## src/rtl/rmts_pkg.sv

```systemverilog
// Package with the types and constants of the mirror tilt sequencer.
package rmts_pkg;

	localparam int unsigned CountW = 16;

	localparam logic [CountW-1:0] DownTicksRst = 16'd3000;
	localparam logic [CountW-1:0] UpTicksRst   = 16'd3000;
	localparam logic [CountW-1:0] HoldTicksRst = 16'd10000;

	typedef enum logic [1:0] {
		PH_NORMAL   = 2'd0,
		PH_LOWERING = 2'd1,
		PH_LOWERED  = 2'd2,
		PH_RAISING  = 2'd3
	} phase_t;

	typedef enum logic [1:0] {
		REG_DOWN_TICKS      = 2'd0,
		REG_UP_TICKS        = 2'd1,
		REG_HOLD_TICKS      = 2'd2,
		REG_MODEL_SUPPORTED = 2'd3
	} cfg_reg_t;

	typedef struct packed {
		logic [CountW-1:0] down_ticks;
		logic [CountW-1:0] up_ticks;
		logic [CountW-1:0] hold_ticks;
		logic              model_supported;
	} cfg_t;

	typedef struct packed {
		logic   relay_enable;
		logic   left_tilt_high;
		logic   left_tilt_low;
		logic   right_tilt_high;
		logic   right_tilt_low;
		logic   common_high;
		logic   common_low;
		phase_t phase;
	} result_t;

endpackage

```

## src/rtl/rmts_cfg.sv

```systemverilog
// Configuration register file of the mirror tilt sequencer.
module rmts_cfg import rmts_pkg::*; (
	input  logic              clk,
	input  logic              arst_n,
	input  logic              wr_en,
	input  logic [1:0]        wr_index,
	input  logic [CountW-1:0] wr_data,
	output cfg_t              cfg
);

	cfg_t cfg_q;

	always_ff @(posedge clk or negedge arst_n) begin
		if (!arst_n) begin
			cfg_q.down_ticks      <= DownTicksRst;
			cfg_q.up_ticks        <= UpTicksRst;
			cfg_q.hold_ticks      <= HoldTicksRst;
			cfg_q.model_supported <= 1'b1;
		end else if (wr_en) begin
			unique case (cfg_reg_t'(wr_index))
				REG_DOWN_TICKS:      cfg_q.down_ticks      <= wr_data;
				REG_UP_TICKS:        cfg_q.up_ticks        <= wr_data;
				REG_HOLD_TICKS:      cfg_q.hold_ticks      <= wr_data;
				REG_MODEL_SUPPORTED: cfg_q.model_supported <= wr_data[0];
			endcase
		end
	end

	assign cfg = cfg_q;

endmodule

```

## src/rtl/rmts_fsm.sv

```systemverilog
// Phase state machine with the motion and hold counters of the sequencer.
module rmts_fsm import rmts_pkg::*; (
	input  logic    clk,
	input  logic    arst_n,
	input  logic    step_en,
	input  logic    rev,
	input  cfg_t    cfg,
	output result_t res
);

	phase_t            phase_q, phase_d;
	logic [CountW-1:0] motion_q, motion_d;
	logic [CountW-1:0] hold_q, hold_d;
	logic              motion_done;
	logic              lowering, raising;

	assign motion_done = (motion_q <= CountW'(1));

	always_comb begin
		phase_d  = phase_q;
		motion_d = motion_q;
		hold_d   = hold_q;
		unique case (phase_q)
			PH_NORMAL: begin
				if (rev) begin
					hold_d = cfg.hold_ticks;
					motion_d = cfg.down_ticks;
					if (cfg.down_ticks == '0) begin
						phase_d = PH_LOWERED;
					end else begin
						phase_d = PH_LOWERING;
					end
				end
			end
			PH_LOWERING: begin
				if (motion_done) begin
					motion_d = '0;
					hold_d   = cfg.hold_ticks;
					phase_d  = PH_LOWERED;
				end else begin
					motion_d = motion_q - CountW'(1);
				end
			end
			PH_LOWERED: begin
				priority if (rev) begin
					hold_d = cfg.hold_ticks;
				end else if (hold_q == '0) begin
					motion_d = cfg.up_ticks;
					if (cfg.up_ticks == '0) begin
						phase_d = PH_NORMAL;
					end else begin
						phase_d = PH_RAISING;
					end
				end else begin
					hold_d = hold_q - CountW'(1);
				end
			end
			PH_RAISING: begin
				if (motion_done) begin
					motion_d = '0;
					phase_d  = PH_NORMAL;
				end else begin
					motion_d = motion_q - CountW'(1);
				end
			end
		endcase
	end

	always_comb begin
		lowering            = (phase_d == PH_LOWERING) && cfg.model_supported;
		raising             = (phase_d == PH_RAISING) && cfg.model_supported;
		res.relay_enable    = (phase_d != PH_NORMAL);
		res.left_tilt_high  = raising;
		res.left_tilt_low   = lowering;
		res.right_tilt_high = raising;
		res.right_tilt_low  = lowering;
		res.common_high     = lowering;
		res.common_low      = raising;
		res.phase           = phase_d;
	end

	always_ff @(posedge clk or negedge arst_n) begin
		if (!arst_n) begin
			phase_q  <= PH_NORMAL;
			motion_q <= '0;
			hold_q   <= '0;
		end else if (step_en) begin
			phase_q  <= phase_d;
			motion_q <= motion_d;
			hold_q   <= hold_d;
		end
	end

endmodule

```

## src/rtl/reverse_mirror_tilt_sequencer_top.sv

```systemverilog
// Top level of the reverse-gear mirror tilt sequencer.
//
//   channel  handshake            payload
//   in       in_valid / in_stall   reverse_active
//   out      out_valid / out_stall relay_enable, six bridge pins, phase
//   cfg      cfg_valid / cfg_ready cfg_index, cfg_data
//
// A tick is registered at its transfer and its result when the output stage loads,
// so one tick is taken in every cycle while the output does not stall.
// The combinational phase and counter update between the two registers sets that rate.
// Reset clears the phase, both counters and the valid flags, and loads the register defaults.
// A stall on the output holds the result and backs up into the input stage.
// The configuration port is always ready.
module reverse_mirror_tilt_sequencer_top import rmts_pkg::*; (
	input  logic              clk,
	input  logic              arst_n,
	input  logic              in_valid,
	output logic              in_stall,
	input  logic              reverse_active,
	output logic              out_valid,
	input  logic              out_stall,
	output logic              relay_enable,
	output logic              left_tilt_high,
	output logic              left_tilt_low,
	output logic              right_tilt_high,
	output logic              right_tilt_low,
	output logic              common_high,
	output logic              common_low,
	output logic [1:0]        phase,
	input  logic              cfg_valid,
	output logic              cfg_ready,
	input  logic [1:0]        cfg_index,
	input  logic [CountW-1:0] cfg_data
);

	cfg_t    cfg;
	result_t res;
	result_t res_s2;
	logic    valid_s1, valid_s2;
	logic    rev_s1;
	logic    load_s2, load_s1;

	assign cfg_ready = 1'b1;

	rmts_cfg u_cfg (
		.clk      (clk),
		.arst_n   (arst_n),
		.wr_en    (cfg_valid && cfg_ready),
		.wr_index (cfg_index),
		.wr_data  (cfg_data),
		.cfg      (cfg)
	);

	assign load_s2  = valid_s1 && (!valid_s2 || !out_stall);
	assign load_s1  = !valid_s1 || load_s2;
	assign in_stall = !load_s1;

	rmts_fsm u_fsm (
		.clk     (clk),
		.arst_n  (arst_n),
		.step_en (load_s2),
		.rev     (rev_s1),
		.cfg     (cfg),
		.res     (res)
	);

	always_ff @(posedge clk or negedge arst_n) begin
		if (!arst_n) begin
			valid_s1 <= 1'b0;
			valid_s2 <= 1'b0;
		end else begin
			if (load_s1) begin
				valid_s1 <= in_valid;
			end
			if (load_s2) begin
				valid_s2 <= 1'b1;
			end else if (!out_stall) begin
				valid_s2 <= 1'b0;
			end
		end
	end

	always_ff @(posedge clk) begin
		if (load_s1 && in_valid) begin
			rev_s1 <= reverse_active;
		end
		if (load_s2) begin
			res_s2 <= res;
		end
	end

	assign out_valid       = valid_s2;
	assign relay_enable    = res_s2.relay_enable;
	assign left_tilt_high  = res_s2.left_tilt_high;
	assign left_tilt_low   = res_s2.left_tilt_low;
	assign right_tilt_high = res_s2.right_tilt_high;
	assign right_tilt_low  = res_s2.right_tilt_low;
	assign common_high     = res_s2.common_high;
	assign common_low      = res_s2.common_low;
	assign phase           = res_s2.phase;

endmodule

```

## config.mk

```make
export PLATFORM = sky130hd
export DESIGN_NAME = reverse_mirror_tilt_sequencer_top
export DESIGN_NICKNAME = d
export VERILOG_FILES = /design/src/rtl/rmts_pkg.sv /design/src/rtl/rmts_cfg.sv /design/src/rtl/rmts_fsm.sv /design/src/rtl/reverse_mirror_tilt_sequencer_top.sv
export SDC_FILE = /design/constraint.sdc
export NUM_CORES = 1
export LEC_CHECK = 0
export BUFFER_PORTS_ARGS = -buffer_cell sky130_fd_sc_hd__buf_4
export CAP_MARGIN = 20
export CELL_PAD_IN_SITES_DETAIL_PLACEMENT = 0
export CELL_PAD_IN_SITES_GLOBAL_PLACEMENT = 1
export CORE_ASPECT_RATIO = 0.7
export CORE_MARGIN = 2
export CORE_UTILIZATION = 30
export DETAILED_ROUTE_END_ITERATION = 10
export HOLD_SLACK_MARGIN = 0.08
export PLACE_DENSITY = 0.56
export SLEW_MARGIN = 20
export SYNTH_ARGS = -nofsm -noshare
export SYNTH_HDL_FRONTEND = slang
export SYNTH_SLANG_ARGS = --single-unit
```

## constraint.sdc

```tcl
create_clock -name clk -period 2.6 [get_ports clk]
set_input_delay 0.52 -clock clk [delete_from_list [all_inputs] [get_ports clk]]
set_output_delay 0.52 -clock clk [all_outputs]
set_load 0.02 [all_outputs]
```

==> results.cfg <==
[status]
outcome = completed

[route]
post_drt_via_cell_ratio = 5.43
wirelength_um = 13700
antenna_left = 0
dr.pass1.iters = 4
vias = 3757
drc = 0
post_drt_wl_per_cell_um = 19.8
drtIter0Drc = 296

[grt]
grt-ovfl-total = 0
grt_max_degree = 36
grt_first_pass_wirelength_um = 22400
first_global_vias = 3747
grt_usage_pct = 17.3
antenna_found_initial = 0

[synthesis]
synth.top_cells.by_area = dfrtp_1 34%, mux2_2 11%, dfstp_2 11%
synthTopCellsByCount = 65 x dfrtp_1, 49 x mux2_2, 23 x a21oi_1, 23 x nor2_1, 21 x o21ai_0
synth_area_mm2 = 0.00484
synthAdderAreaFrac_pct = 0.775
async_reset_ff_share_pct = 93.4
ys_seq_area_share_pct = 48.2
synth-simple-area-share_pct = 15.6
yosys.area.top_type = dfrtp_1
ys.flop_type = dfrtp_1
netlist_instances = 444
synth_area_per_cell_um2 = 10.9
yosysUniqueCellTypes = 74
ys_ff_latch = 91
synth-edff-count = 6
synth.area.mux_share_pct = 13.5
synth_xor_area_share_pct = 0.543
synth.yosys.warnings = 0
synth_top_area_share_pct = 33.6
yosysMostFrequentCell = dfrtp_1
synth_nets = 471
synth_compound_area_share_pct = 16.9
synth_top_family_by_area = compound AO/OA/AOI/OAI gates

[timing]
rsz0062_at_grt = no
maxClockFrequency_mhz = 413
relSlewSlack_pct = 66.4
finalSetupViolCount = 0
hold_viol = 0
slew_violations = 0
period_needed_ps = 2420
finalSetupTns_ps = 0
skew_ps = 9.82
worstMarginPinSlew_ps = 504
timing.hold.ws_ps = 132
finalCritPeriodShare_pct = 93.0

[pwr]
power_leakage_nw = 2.31
p_per_area_mw_per_mm2 = 1030
p_total_mw = 5.89
ir_drop_v = 0.000344

[die]
fp.dieH_um = 110
io_pins = 36
start_util_pct = 30.9
rows = 38
die-area_mm2 = 0.0172
core_area_mm2 = 0.0156
dieWidth_um = 156

[cells_and_area]
layout.cells.non_filler = 692
area_delta_synth_final_pct = 18.5
drive_above_1_share_pct = 34.8
fin_area_mm2 = 0.00573
nFillCells = 1547
nets = 514
diodes = 0

[clocking]
numCtsBuffers = 9
clock-sinks = 91
postCtsHoldBufs = 0
clkTransAtPathRegs_ps = 70
post-cts-setup-buffers = 0
cts_tree = yes
cts_max_level = 3
cts-resized-gates = 0
clk_path_buf_depth = 2
root_buffer = clkbuf_16
clock_latency_ps = 350

[critical_path]
startpoint_type = flip-flop
required_ps = 2680
critPathMaxFanout = 5
crit_type = flip-flop to flip-flop
crit_path_end_kind = flip-flop
rr_worst_depth = 7
arrival_ps = 2500

[placement]
placed_cells = 676
place_area_mm2 = 0.00541
dp_hpwl_um = 10000
gp_congestion = 0.790
port_buffers = 34

[job]
max_cap_viol_count = 0

[hold_path]
worstHoldPathType = input pin to async pin
critical path, cell delays in order, from the launching register on:
cell	delay, ps
dfrtp_1	410
inv_1	90
ha_1	210
nor4b_2	350
nand4_1	180
or3_1	390
a211oi_2	420
nor3b_1	90
kinds of logic (layout without fill, tap and decap cells):
family | after synthesis | count (layout)
DFF | 91 | 91
other | 1 | 1
adders and majority gates | 3 | 3
and+or+nand+nor | 128 | 128
buffers and inverters | 41 | 89
AOI/OAI and AO/OA | 118 | 118
xor gates and xnor gates | 3 | 3
muxes | 59 | 59
per-layer routing:
metal	vias up	share of wire (%)	GRT usage, %
li1	1768	-	-
met4	0	1.2	4.00
met5	-	0	0
met1	1887	55	27.5
met2	88	40	24.1
met3	14	3.5	3.05
registers in the layout, indices dropped and copies added, names as in the netlist:
name and count:
u_cfg.cfg 49, valid_s1 1, common_low 1, u_fsm.phase_q 2
u_fsm.hold_q 16, rev_s1 1, out_valid 1, common_high 1
phase 2, u_fsm.motion_q 16, relay_enable 1
cell usage in the layout (no fill, tap or decap), types with 4 or more instances in the layout:
| cell | n |
|---|---|
| mux2_2 | 49 |
| nor2_1 | 23 |
| nand2_1 | 18 |
| nand3_1 | 9 |
| nand3b_1 | 4 |
| edfxtp_1 | 6 |
| o21ai_1 | 17 |
| dfrtp_1 | 65 |
| o22ai_1 | 8 |
| clkbuf_16 | 10 |
| nor4_1 | 18 |
| buf_4 | 58 |
| nor3_1 | 11 |
| mux2i_1 | 10 |
| a22o_1 | 8 |
| or3_1 | 5 |
| a21oi_1 | 23 |
| nand4_1 | 6 |
| inv_1 | 13 |
| a31oi_1 | 6 |
| dfstp_2 | 20 |
| o21ai_0 | 21 |
worst paths after layout:
path                                      start         endpoint  slack (ps)
max in group asynchronous                arst_n     u_cfg.cfg[5]        1740
worst min register to register         valid_s1        out_valid         490
worst max register to register  u_fsm.hold_q[0]       common_low         180
min in group clk                 reverse_active           rev_s1         350
worst min-delay path                     arst_n  u_fsm.hold_q[0]         130
worst max-delay path            u_fsm.hold_q[0]       common_low         180
area by class of cell:
type	count	area, µm²	share of cell area (%)
Clock buffer	11	264	4.60
Clock inverter	5	62.6	1.09
Inverter	13	48.8	0.851
Multi-Input combinational cell	312	2300	40.1
Sequential cell	91	2330	40.7
Tap cell	200	250	4.36
Timing Repair Buffer	60	475	8.29
per-stage QoR:
step / util (%) / setup slack (ps)
after detailed placement: 34.6 / 254
after floorplan: - / 434
final: 36.7 / 181
after global routing: 36.7 / 27.3
after global placement: 34.6 / 275
after CTS: 36.7 / 232
power by group:
group / switching [mW] / leakage (nW) / internal [mW]
Combinational: 1.14 / 1.11 / 0.920
Clock: 0.592 / 0.162 / 0.840
Sequential: 0.493 / 1.04 / 1.90
Note: power is estimated with default switching activity, not from simulation.
